--- src/sv/mfb_pkg.sv ---
// shared types and codes for the monochrome framebuffer blitter
package mfb_pkg;

  localparam logic [1:0] ACT_BLIT = 2'd0;
  localparam logic [1:0] ACT_READ = 2'd1;
  localparam logic [1:0] ACT_FILL = 2'd2;

  localparam logic [1:0] REG_DEST_X     = 2'd0;
  localparam logic [1:0] REG_DEST_Y     = 2'd1;
  localparam logic [1:0] REG_IMG_WIDTH  = 2'd2;
  localparam logic [1:0] REG_IMG_HEIGHT = 2'd3;

  localparam logic [7:0]  WHITE   = 8'hFF;
  localparam logic [15:0] ROW_MAX = 16'hFFFF;

  typedef struct packed {
    logic [15:0] dest_x;
    logic [15:0] dest_y;
    logic [15:0] img_width;
    logic [15:0] img_height;
  } cfg_t;

  typedef enum logic [2:0] {
    ST_IDLE,
    ST_CALC,
    ST_MASK,
    ST_WR0,
    ST_WR1,
    ST_RDOUT,
    ST_FILL
  } state_t;

endpackage

--- src/sv/mfb_ctrl.sv ---
// sequencer for blit read-modify-write, reads and fill / clearing sweeps
module mfb_ctrl #(
  parameter int SCREEN_WIDTH = 800,
  parameter int SCREEN_HEIGHT = 480,
  localparam int ROW_BYTES = (SCREEN_WIDTH + 7) / 8,
  localparam int STORE_BYTES = ROW_BYTES * SCREEN_HEIGHT,
  localparam int AW = (STORE_BYTES > 1) ? $clog2(STORE_BYTES) : 1
) (
  input  logic          clk,
  input  logic          rst_n,
  input  mfb_pkg::cfg_t cfg,
  input  logic          start,
  input  logic [1:0]    in_action,
  input  logic [7:0]    in_image_byte,
  input  logic          in_first_byte,
  input  logic [15:0]   in_read_address,
  input  logic [7:0]    in_fill_value,
  output logic          busy,
  output logic          out_valid,
  output logic [7:0]    out_read_data,
  output logic          ram_wr_en,
  output logic [AW-1:0] ram_wr_addr,
  output logic [7:0]    ram_wr_data,
  output logic [AW-1:0] ram_rd_addr,
  input  logic [7:0]    ram_rd_data
);
  import mfb_pkg::*;

  localparam int YW = (SCREEN_HEIGHT > 1) ? $clog2(SCREEN_HEIGHT) : 1;

  state_t        state_r, state_nxt;
  logic [15:0]   row_r, row_nxt;
  logic [12:0]   col_r, col_nxt;
  logic [AW-1:0] fill_cnt_r, fill_cnt_nxt;
  logic [7:0]    fill_val_r, fill_val_nxt;

  logic [15:0]   item_row_r, item_row_nxt;
  logic [12:0]   item_col_r, item_col_nxt;
  logic [16:0]   py_r, py_nxt;
  logic [7:0]    data_r, data_nxt;
  logic          row_ok_r, row_ok_nxt;
  logic [16:0]   base_r, base_nxt;
  logic [AW-1:0] rowmul_r, rowmul_nxt;
  logic [15:0]   m_r, m_nxt;
  logic [15:0]   d_r, d_nxt;
  logic [AW-1:0] addr0_r, addr0_nxt;
  logic          rd_ok_r, rd_ok_nxt;

  logic [15:0]   row_e;
  logic [12:0]   col_e;
  logic [13:0]   row_bytes;
  logic [7:0]    vbits;
  logic [16:0]   cb;
  logic [17:0]   pxb;
  logic [15:0]   m16;
  logic [15:0]   d16;
  logic [AW-1:0] addr0;
  logic [AW-1:0] addr1;

  assign addr1 = addr0_r + AW'(1);

  always_ff @(posedge clk) begin
    if (!rst_n) begin
      state_r    <= ST_FILL;
      row_r      <= '0;
      col_r      <= '0;
      fill_cnt_r <= '0;
      fill_val_r <= WHITE;
    end else begin
      state_r    <= state_nxt;
      row_r      <= row_nxt;
      col_r      <= col_nxt;
      fill_cnt_r <= fill_cnt_nxt;
      fill_val_r <= fill_val_nxt;
    end
  end

  always_ff @(posedge clk) begin
    item_row_r <= item_row_nxt;
    item_col_r <= item_col_nxt;
    py_r       <= py_nxt;
    data_r     <= data_nxt;
    row_ok_r   <= row_ok_nxt;
    base_r     <= base_nxt;
    rowmul_r   <= rowmul_nxt;
    m_r        <= m_nxt;
    d_r        <= d_nxt;
    addr0_r    <= addr0_nxt;
    rd_ok_r    <= rd_ok_nxt;
  end

  // per-pixel clipping for the current source byte
  always_comb begin
    vbits = '0;
    cb    = '0;
    pxb   = '0;
    for (int b = 0; b < 8; b++) begin
      cb  = 17'({item_col_r, 3'b000}) + 17'(b);
      pxb = 18'(base_r) + 18'(b);
      vbits[7-b] = (cb < 17'(cfg.img_width)) && (pxb < 18'(SCREEN_WIDTH));
    end
    m16   = {vbits, 8'h00} >> base_r[2:0];
    d16   = {data_r, 8'h00} >> base_r[2:0];
    addr0 = rowmul_r + AW'(base_r[16:3]);
  end

  always_comb begin
    state_nxt    = state_r;
    row_nxt      = row_r;
    col_nxt      = col_r;
    fill_cnt_nxt = fill_cnt_r;
    fill_val_nxt = fill_val_r;
    item_row_nxt = item_row_r;
    item_col_nxt = item_col_r;
    py_nxt       = py_r;
    data_nxt     = data_r;
    row_ok_nxt   = row_ok_r;
    base_nxt     = base_r;
    rowmul_nxt   = rowmul_r;
    m_nxt        = m_r;
    d_nxt        = d_r;
    addr0_nxt    = addr0_r;
    rd_ok_nxt    = rd_ok_r;
    busy         = 1'b1;
    out_valid    = 1'b0;
    out_read_data = '0;
    ram_wr_en    = 1'b0;
    ram_wr_addr  = addr0_r;
    ram_wr_data  = '0;
    ram_rd_addr  = addr1;

    row_e     = in_first_byte ? '0 : row_r;
    col_e     = in_first_byte ? '0 : col_r;
    row_bytes = 14'((17'(cfg.img_width) + 17'd7) >> 3);

    case (state_r)
      ST_IDLE: begin
        busy        = 1'b0;
        ram_rd_addr = AW'(in_read_address);
        if (start) begin
          case (in_action)
            ACT_BLIT: begin
              item_row_nxt = row_e;
              item_col_nxt = col_e;
              data_nxt     = in_image_byte;
              py_nxt       = 17'(cfg.dest_y) + 17'(row_e);
              if (14'(col_e) + 14'd1 >= row_bytes) begin
                col_nxt = '0;
                row_nxt = (row_e == ROW_MAX) ? row_e : row_e + 16'd1;
              end else begin
                col_nxt = col_e + 13'd1;
                row_nxt = row_e;
              end
              state_nxt = ST_CALC;
            end
            ACT_READ: begin
              rd_ok_nxt = 32'(in_read_address) < 32'(STORE_BYTES);
              state_nxt = ST_RDOUT;
            end
            ACT_FILL: begin
              fill_val_nxt = in_fill_value;
              fill_cnt_nxt = '0;
              state_nxt    = ST_FILL;
            end
            default: state_nxt = ST_IDLE;
          endcase
        end
      end
      ST_CALC: begin
        row_ok_nxt = (item_row_r < cfg.img_height) && (py_r < 17'(SCREEN_HEIGHT));
        base_nxt   = 17'(cfg.dest_x) + 17'({item_col_r, 3'b000});
        rowmul_nxt = AW'(AW'(py_r[YW-1:0]) * AW'(ROW_BYTES));
        state_nxt  = ST_MASK;
      end
      ST_MASK: begin
        ram_rd_addr = addr0;
        m_nxt       = m16;
        d_nxt       = d16;
        addr0_nxt   = addr0;
        if (row_ok_r && (m16 != '0)) begin
          state_nxt = ST_WR0;
        end else begin
          state_nxt = ST_IDLE;
        end
      end
      ST_WR0: begin
        ram_rd_addr = addr1;
        ram_wr_en   = m_r[15:8] != '0;
        ram_wr_addr = addr0_r;
        ram_wr_data = (ram_rd_data & ~m_r[15:8]) | (d_r[15:8] & m_r[15:8]);
        state_nxt   = (m_r[7:0] != '0) ? ST_WR1 : ST_IDLE;
      end
      ST_WR1: begin
        ram_wr_en   = 1'b1;
        ram_wr_addr = addr1;
        ram_wr_data = (ram_rd_data & ~m_r[7:0]) | (d_r[7:0] & m_r[7:0]);
        state_nxt   = ST_IDLE;
      end
      ST_RDOUT: begin
        out_valid     = 1'b1;
        out_read_data = rd_ok_r ? ram_rd_data : '0;
        state_nxt     = ST_IDLE;
      end
      ST_FILL: begin
        ram_wr_en   = 1'b1;
        ram_wr_addr = fill_cnt_r;
        ram_wr_data = fill_val_r;
        if (fill_cnt_r == AW'(STORE_BYTES - 1)) begin
          state_nxt = ST_IDLE;
        end else begin
          fill_cnt_nxt = fill_cnt_r + AW'(1);
        end
      end
      default: state_nxt = ST_IDLE;
    endcase
  end

endmodule

--- config.mk ---
export PLATFORM = sky130hd
export DESIGN_NAME = mfb_ctrl
export DESIGN_NICKNAME = d
export VERILOG_FILES = /design/src/sv/mfb_pkg.sv /design/src/sv/mfb_ctrl.sv
export SDC_FILE = /design/constraint.sdc
export NUM_CORES = 1
export LEC_CHECK = 0
export BUFFER_PORTS_ARGS = -buffer_cell sky130_fd_sc_hd__buf_4
export CORE_MARGIN = 5
export CORE_UTILIZATION = 30
export CTS_CLUSTER_DIAMETER = 50
export CTS_CLUSTER_SIZE = 14
export DETAILED_ROUTE_END_ITERATION = 8
export GPL_TIMING_DRIVEN = 0
export PLACE_DENSITY = 0.51
export REMOVE_ABC_BUFFERS = 1
export SYNTH_ARGS = -nofsm -noshare
export SYNTH_HDL_FRONTEND = slang
export SYNTH_SLANG_ARGS = --single-unit
--- constraint.sdc ---
create_clock -name clk -period 4.3 [get_ports clk]
set_input_delay 0.86 -clock clk [delete_from_list [all_inputs] [get_ports clk]]
set_output_delay 0.86 -clock clk [all_outputs]
set_load 0.02 [all_outputs]
==> summary by stage, run 1 <==
Setup path
The data arrival time at the worst-slack endpoint is 3.21 ns. Counting buffers and inverters, the worst setup path is 14 cells deep. The cell with the largest stage delay on the worst path is edfxtp_1. The startpoint type of the worst setup path is a flip-flop. The number of buffer and inverter instances along the worst setup path is 2. The number of cells on the worst reg-to-reg path is 10.

The family with the most delay on the worst path is compound AO/OA/AOI/OAI gates. The maximum fanout along the worst path is 3. The cell with the most instances on the worst path is o21ai_1. Walking the worst path, the cells encountered are ha_1 -> inv_1 -> fa_1 -> nor2b_1 -> o21ai_1 -> a21boi_1 -> o21ai_1 -> a21oi_1 -> o21ai_1 -> a21oi_2 -> nor3_1 -> o311ai_1 -> o21ai_1 -> buf_4. The delay contributed by the slowest stage of the critical path is 0.43 ns. By startpoint and endpoint, the worst setup path is classified as flip-flop to output pin.

At the worst endpoint, the required time is 3.44 ns. The endpoint type of the worst setup path is an output pin.

Yosys
Ranked by total cell area, the synthesized netlist is headed by edfxtp_1, ha_1, dfxtp_1. The main flop type after synthesis is edfxtp_1. The average instance in the mapped netlist occupies 9.10 um^2.

The cell count after synthesis is 1536. The post-synthesis sequential area ratio is 36.6%. The synthesized area is 14000 um^2. In the synthesized netlist the async set-or-reset flop fraction comes to 0%. The synthesized design contains 133 enable-type register cells. The share of synthesized area in the top cell type comes to 28.6%. The Yosys step of the flow raised 0 warnings.

The number of different library cells used by synthesis comes to 89. The number of synthesized register bits is 189. The biggest area contributor in the post-synthesis netlist is edfxtp_1.

STA
The count of final setup violators is 0. Static timing analysis puts the maximum clock frequency at 0.246 GHz. The post-layout minimum cycle time is 4.07 ns. The number of endpoints with negative hold slack in the final report is 0. The count of final max-slew check failures is 0.

Setup slack closes at 0.233 ns. The final critical-path share of the clock period is 94.6%. Headroom to the max-slew limit came out at 14.7%.

The maximum clock skew at final layout is 0.0105 ns. The pin slew with the least headroom to its limit is 1.28 ns.

Global routing
The number of global-route vias before repair is 11400. The routing usage on met3 is 2.87%. The maximum number of pins on one net before global-route repair is 38.

For this run the aggregate overflow at the end of global routing stands at 0. The first global-routing pass estimated 63200 um of wire. The busiest layer in global routing is met2. For met1 alone, demand over resource in global routing was 21.6%. The met2 layer usage reported by global route is 25.3%. The global-route usage over all layers is 15.7%. The initial antenna violation count is 0.

Min path
In this run the worst hold path is classified as flip-flop to flip-flop. The cell count of the worst hold path is 2.

Cells and area
The final core area utilization is 35.8%. The antenna diode count is 0. Compared with the post-synthesis result, the final layout area differs by 18.7%. After routing the design area is 16600 um^2. Fill cells in the final layout number 4697.

The share of cells above drive strength 1 is 15.8%. Leaving out fill and tap cells, the most frequent cells in the layout are buf_4, edfxtp_1, ha_1. The commonest non-fill, non-tap cell in the layout is buf_4. The post-layout net count is 1916.

Floorplan
Once the floorplan was initialized, standard cells occupied 30.2% of the core. In this run the core area contains 79 standard-cell rows. The y dimension of the die is 226 um. The number of top-level pins is 161. The die is 226 um wide. The die outline area is 51000 um^2. The core region is 46400 um^2.

Routing
The mean number of vias per cell is 5.10. The routed layout has 11700 vias. After detailed routing, the number of remaining DRC violations is 0.

In this run the remaining antenna-violating nets after routing total 0. The overall routed net length is 40600 um. The number of iterations in the first detailed-routing pass is 5. The number of DRC markers in iteration 0 is 633. The final routed wire length divided by cell count is 17.7 um.

Run
The count of maximum capacitance violations is 0.

CTS
The clock net sink count is 189. The source-to-sink clock delay at the later pin of the worst-skew pair is 0.45 ns. The H-tree level count is 4. The worst-case clock buffer depth is 2.

The root buffer cell chosen for the clock tree is clkbuf_16. The total CTS buffers is 17. Clock-pin slew was measured on the worst setup and hold paths at 0.07 ns. The CTS tree is built.

Power
In this run switching power makes up 26.2% of total power. The total leakage power is 0.00680 uW. The power density relative to cell area is 261 nW/um^2. Registers are responsible for 46.8% of the overall power.

The switching power of the nets is 1140 uW. The clock network accounts for 37.7% of the total power. Cell internal power was estimated by the tool at 3190 uW. Combinational logic burns 15.4% of the power. The worst-case IR drop observed on VDD is 0.222 mV.

Placed design
The total cell area at the placement stage is 15800 um^2. The congestion estimate from routability-driven global placement came to 0.875. Buffers placed on the I/O ports in this run total 160.

Detailed placement finished with a half-perimeter wire length of 31800 um. Before CTS, the worst setup slack after placement is -0.662 ns.

Run status
The flow ran to the end, and the final reports show no timing, DRC or antenna violations.
area by class of cell:
| class | count | area, um^2 | share of cell area, % |
|---|---|---|---|
| tap | 607 | 759 | 4.58 |
| clock buffer | 19 | 433 | 2.61 |
| multi-input combinational | 1185 | 8310 | 50.0 |
| timing repair buffer | 181 | 1440 | 8.66 |
| sequential | 189 | 5120 | 30.8 |
| clock inverter | 13 | 165 | 0.995 |
| inverter | 100 | 380 | 2.29 |
flip-flops by register name, indices dropped and copies added (netlist names):
signal,cells
data_r,8
rd_ok_r,1
base_r,17
item_col_r,13
row_ok_r,1
rowmul_r,14
d_r,15
state_r,3
fill_cnt_r,16
addr0_r,16
row_r,16
col_r,13
m_r,15
fill_val_r,8
item_row_r,16
py_r,17
timing repair:
action                                  4_1_cts  5_1_grt
endpoints found under the hold margin         0        0
pin swaps                                     1        7
setup buffers                                 1        9
hold buffers                                  0        0
gates resized for setup                       4       19
endpoints found under the setup margin        4       24
stage by stage:
stage | std cells | total power [uW] | TNS (ns) | hold WS [ns]
floorplan | 1474 | 2420 | -66.64 | 0.436
global placement | 2241 | 2730 | -442.03 | 0.447
detailed placement | 2251 | 2740 | -9.97 | 0.457
CTS | 2284 | 4380 | 0 | 0.467
global route | 2294 | 4520 | -0.0274 | 0.478
finish | 2294 | 4330 | 0 | 0.470
Yosys cell counts (all sizes together) (6+ instances only):
master,count
edfxtp,133
ha,125
nor2,125
nand2,124
a21oi,111
inv,99
nand3,80
o21ai,73
xnor2,69
dfxtp,56
mux2i,54
nor3,43
nor2b,38
clkbuf,36
xor2,36
and3,31
nand4,31
buf,26
o22ai,24
nor4,20
a21o,17
and2,15
o21a,13
o31ai,12
o211ai,9
o21bai,9
mux2,8
o2111ai,8
and4,7
fa,7
nand2b,7
or3,7
a211oi,6
o41ai,6
or2,6
power groups by stage:
stage          Clock (uW)  Combinational, uW  Sequential, uW
4_1_cts              1680                674            2030
2_1_floorplan           0                356            2060
3_5_place_dp            0                671            2070
5_1_grt              1760                733            2030
3_3_place_gp            0                642            2080
6_report             1630                667            2030
routing by layer:
| layer | share of wire (%) | vias up |
|---|---|---|
| li1 | - | 5887 |
| met4 | 2.0 | 0 |
| met1 | 47 | 5485 |
| met2 | 46 | 278 |
| met5 | 0 | - |
| met3 | 5.2 | 38 |
cells by family (layout without fill, tap and decap cells):
group	after synthesis	after routing	share of synthesized area, %
flip-flops	189	189	36.6
XOR/XNOR	105	105	6.58
AND/OR/NAND/NOR	551	551	20.3
buffers and inverters	162	313	4.66
multiplexers	62	62	4.51
AO/OA/AOI/OAI	335	335	15.1
adder cells (fa/ha/maj)	132	132	12.2
tightest hold or removal path: cells and delay by family, from the launching register on:
| kind | cells | cell delay, ns |
|---|---|---|
| simple gates | 1 | 0.06 |
| flops | 1 | 0.32 |
| compound gates | 1 | 0.05 |
final timing paths:
kind	startpoint	end	slack [ns]
setup / recovery	base_r[5]$_DFFE_PP_	ram_rd_addr[14]	0.23
setup reg to reg	base_r[2]$_DFFE_PP_	m_r[5]$_DFFE_PN_	0.43
hold reg to reg	col_r[9]$_SDFFE_PN0P_	col_r[9]$_SDFFE_PN0P_	0.47
hold / removal	col_r[9]$_SDFFE_PN0P_	col_r[9]$_SDFFE_PN0P_	0.47
Power figures use the tool's default switching activity.
==> run 2, diff against run 1 <==
--- a/config.mk
+++ b/config.mk
@@ -12,7 +12,7 @@
 export CTS_CLUSTER_SIZE = 14
 export DETAILED_ROUTE_END_ITERATION = 8
 export GPL_TIMING_DRIVEN = 0
-export PLACE_DENSITY = 0.51
+export PLACE_DENSITY = 0.5
 export REMOVE_ABC_BUFFERS = 1
 export SYNTH_ARGS = -nofsm -noshare
 export SYNTH_HDL_FRONTEND = slang
==> constraint.sdc (replaced) <==
create_clock -name clk -period 5.29 [get_ports clk]
set_input_delay 1.058 -clock clk [delete_from_list [all_inputs] [get_ports clk]]
set_output_delay 1.058 -clock clk [all_outputs]
set_load 0.02 [all_outputs]
==> summary by stage, run 2 (synthesis results as in run 1) <==
STA
The headroom to the max-slew limit is 15.9% (+1.2 points). The worst path uses 89.3% of the clock period. Derived from the worst setup path, the maximum achievable clock frequency is 0.212 GHz. The maximum clock skew at final layout is 0.0155 ns (+0.00499 ns).

Setup repair after global routing left no endpoint under its margin. The pin slew with the least headroom to its limit is 1.26 ns (-0.0183 ns). The number of endpoints with negative hold slack in the final report was 0 (unchanged). The minimum hold slack came to 0.461 ns (-0.00886 ns).

The post-layout minimum cycle time is 4.72 ns. The count of final setup violators is 0 (unchanged). The summed negative setup slack over all endpoints is 0 ns (unchanged).

The count of final max-slew check failures is 0 (unchanged).

Cells and area
The final core area utilization is 35.5% (-0.32 points). The library cell used most frequently in the layout, excluding fill and tap cells, is buf_4. Leaving out fill and tap cells, the most frequent cells in the layout are buf_4, edfxtp_1, ha_1.

In the final layout, the registers with the most flip-flops are base_r x17, py_r x17. The post-layout net count is 1906 (-0.52%). The signed area change from the synthesized netlist to the final layout is 17.7%. The final-layout fill cell count is 4704 (+0.15%). The final instance area is 16400 um^2 (-0.89%). The share of cells above drive strength 1 is 14.4% (-1.3 points).

CTS
The H-tree level count came to 4 (unchanged). The total CTS buffers was 17 (unchanged). The count of hold buffers inserted by post-cts repair is 0 (unchanged).

The post-CTS setup buffer count is 0 (-1). The source-to-sink clock delay at the later pin of the worst-skew pair is 0.45 ns (about the same). The clock root buffer is clkbuf_16. The clock net sink count was 189 (unchanged). The worst-case clock buffer depth is 2 (unchanged).

The clock transition at the register clock pins on the worst setup and hold paths after CTS was 0.07 ns (about the same). The CTS tree is built. The count of instances resized after the clock tree is built is 0 (-4).

Run status
The run finished with clean final reports.

Routing
The final routed wire length divided by cell count came to 17.8 um (+0.56%). The mean number of vias per cell was 5.07 (-0.51%). The total DRC errors in the routed layout was 0 (unchanged). The total via count in the routed design is 11600 (-0.90%). The number of iterations in the first detailed-routing pass was 5 (unchanged).

The overall routed net length is 40600 um (+0.17%). The remaining antenna violation count is 0 (unchanged). The number of DRC markers in iteration 0 is 616 (-2.7%).

Placed design
The half-perimeter wire length of the detailed placement result came to 31700 um (-0.18%). The total cell area at the placement stage is 15800 um^2 (about the same). The weighted congestion at the end of routability-driven global placement is 0.901 (+3.0%).

The count of input and output buffers is 160 (unchanged).

Setup path
The worst setup path is launched from a primary input. The worst setup path is captured at a flip-flop. The data required time at the worst endpoint is 5.64 ns (+2.20 ns).

The data arrival time at the worst-slack endpoint is 5.07 ns (+1.86 ns). The worst setup path startpoint is cfg[19]. In this run the critical register-to-register path is launched from state_r[2]$_SDFFE_PN1P_. The maximum fanout along the worst path is 14 (+11). The setup path with the least slack is of type primary input to flip-flop.

Min path
The worst min-delay path startpoint is col_r[9]$_SDFFE_PN0P_. The worst min-delay path category is flip-flop to flip-flop.

Global routing
The maximum number of pins on one net before global-route repair was 38 (unchanged). The initial antenna violation count came to 1 (+1). The global-route usage over all layers was 15.5% (-0.15 points). The wire length of the first global-routing pass is 62900 um (-0.50%). The total congestion overflow is 0 (unchanged). The number of global-route vias before repair is 11400 (-0.18%).

Run
The count of maximum capacitance violations is 0 (unchanged).

Power
The total leakage power came to 0.00677 uW (-0.48%). The power density relative to cell area was 215 nW/um^2 (-18%). The total power of the final layout came to 3530 uW (-18%).

The largest voltage drop on the vdd net is 0.154 mV (-31%).

Floorplan
The number of top-level pins is 161 (unchanged). The total number of placement rows is 79 (unchanged). The die outline area is 51000 um^2 (unchanged).

The die outline width came to 226 um (unchanged). The y dimension of the die is 226 um (unchanged). The total core area is 46400 um^2 (unchanged). The initial cell density of the core was 30.2% (unchanged).
## run 2: metrics by stage
stage	instances	worst slack (ns)
floorplan	1474	-0.673
global placement	2241	-4.04
detailed placement	2251	0.126
CTS	2283	0.551
global route	2285	0.134
finish	2285	0.568
## run 2: power breakdown
group | switching, uW | internal (uW)
clock | 584 | 760
combinational | 308 | 232
sequential | 34.8 | 1610
total | 927 | 2600
## run 2: worst paths after layout
path / slack (ns) / cells past startpoint / to
setup / recovery: 0.57 / 18 / row_r[12]$_SDFFE_PN0P_
hold / removal: 0.46 / 2 / col_r[9]$_SDFFE_PN0P_
setup reg to reg: 0.98 / 7 / row_r[11]$_SDFFE_PN0P_
hold reg to reg: 0.46 / 2 / col_r[9]$_SDFFE_PN0P_
## run 2: layout make-up
type                       instances  area [um^2]  area share (%)
clock inverter                    13          165            1.00
timing repair buffer             171         1360            8.28
sequential                       189         5120            31.1
clock buffer                      19          443            2.69
inverter                         100          377            2.29
antenna                            1         2.50          0.0152
multi-input combinational       1185         8220            50.0
tap                              607          759            4.62
## run 2: metal layers
metal / up-vias / share of wire, % / GRT usage (%)
met3: 39 / 5.0 / 2.98
met5: - / 0 / 0
li1: 5879 / - / -
met4: 0 / 1.4 / 4.06
met1: 5402 / 48 / 21.3
met2: 263 / 46 / 25.2
## run 2: critical path, stage by stage
cell	delay, ns
buf_4	0.11
inv_1	0.08
nor4_1	0.46
nand2_1	0.15
nor2_1	0.17
nand2_1	0.11
nor2_1	0.20
nand3_1	0.15
nor2_1	0.25
xnor2_1	0.16
ha_1	0.28
nor2b_1	0.14
a2111oi_1	0.39
nor2_1	0.13
o22ai_2	0.57
nor4b_1	0.19
a31o_1	0.26
a211oi_1	0.21
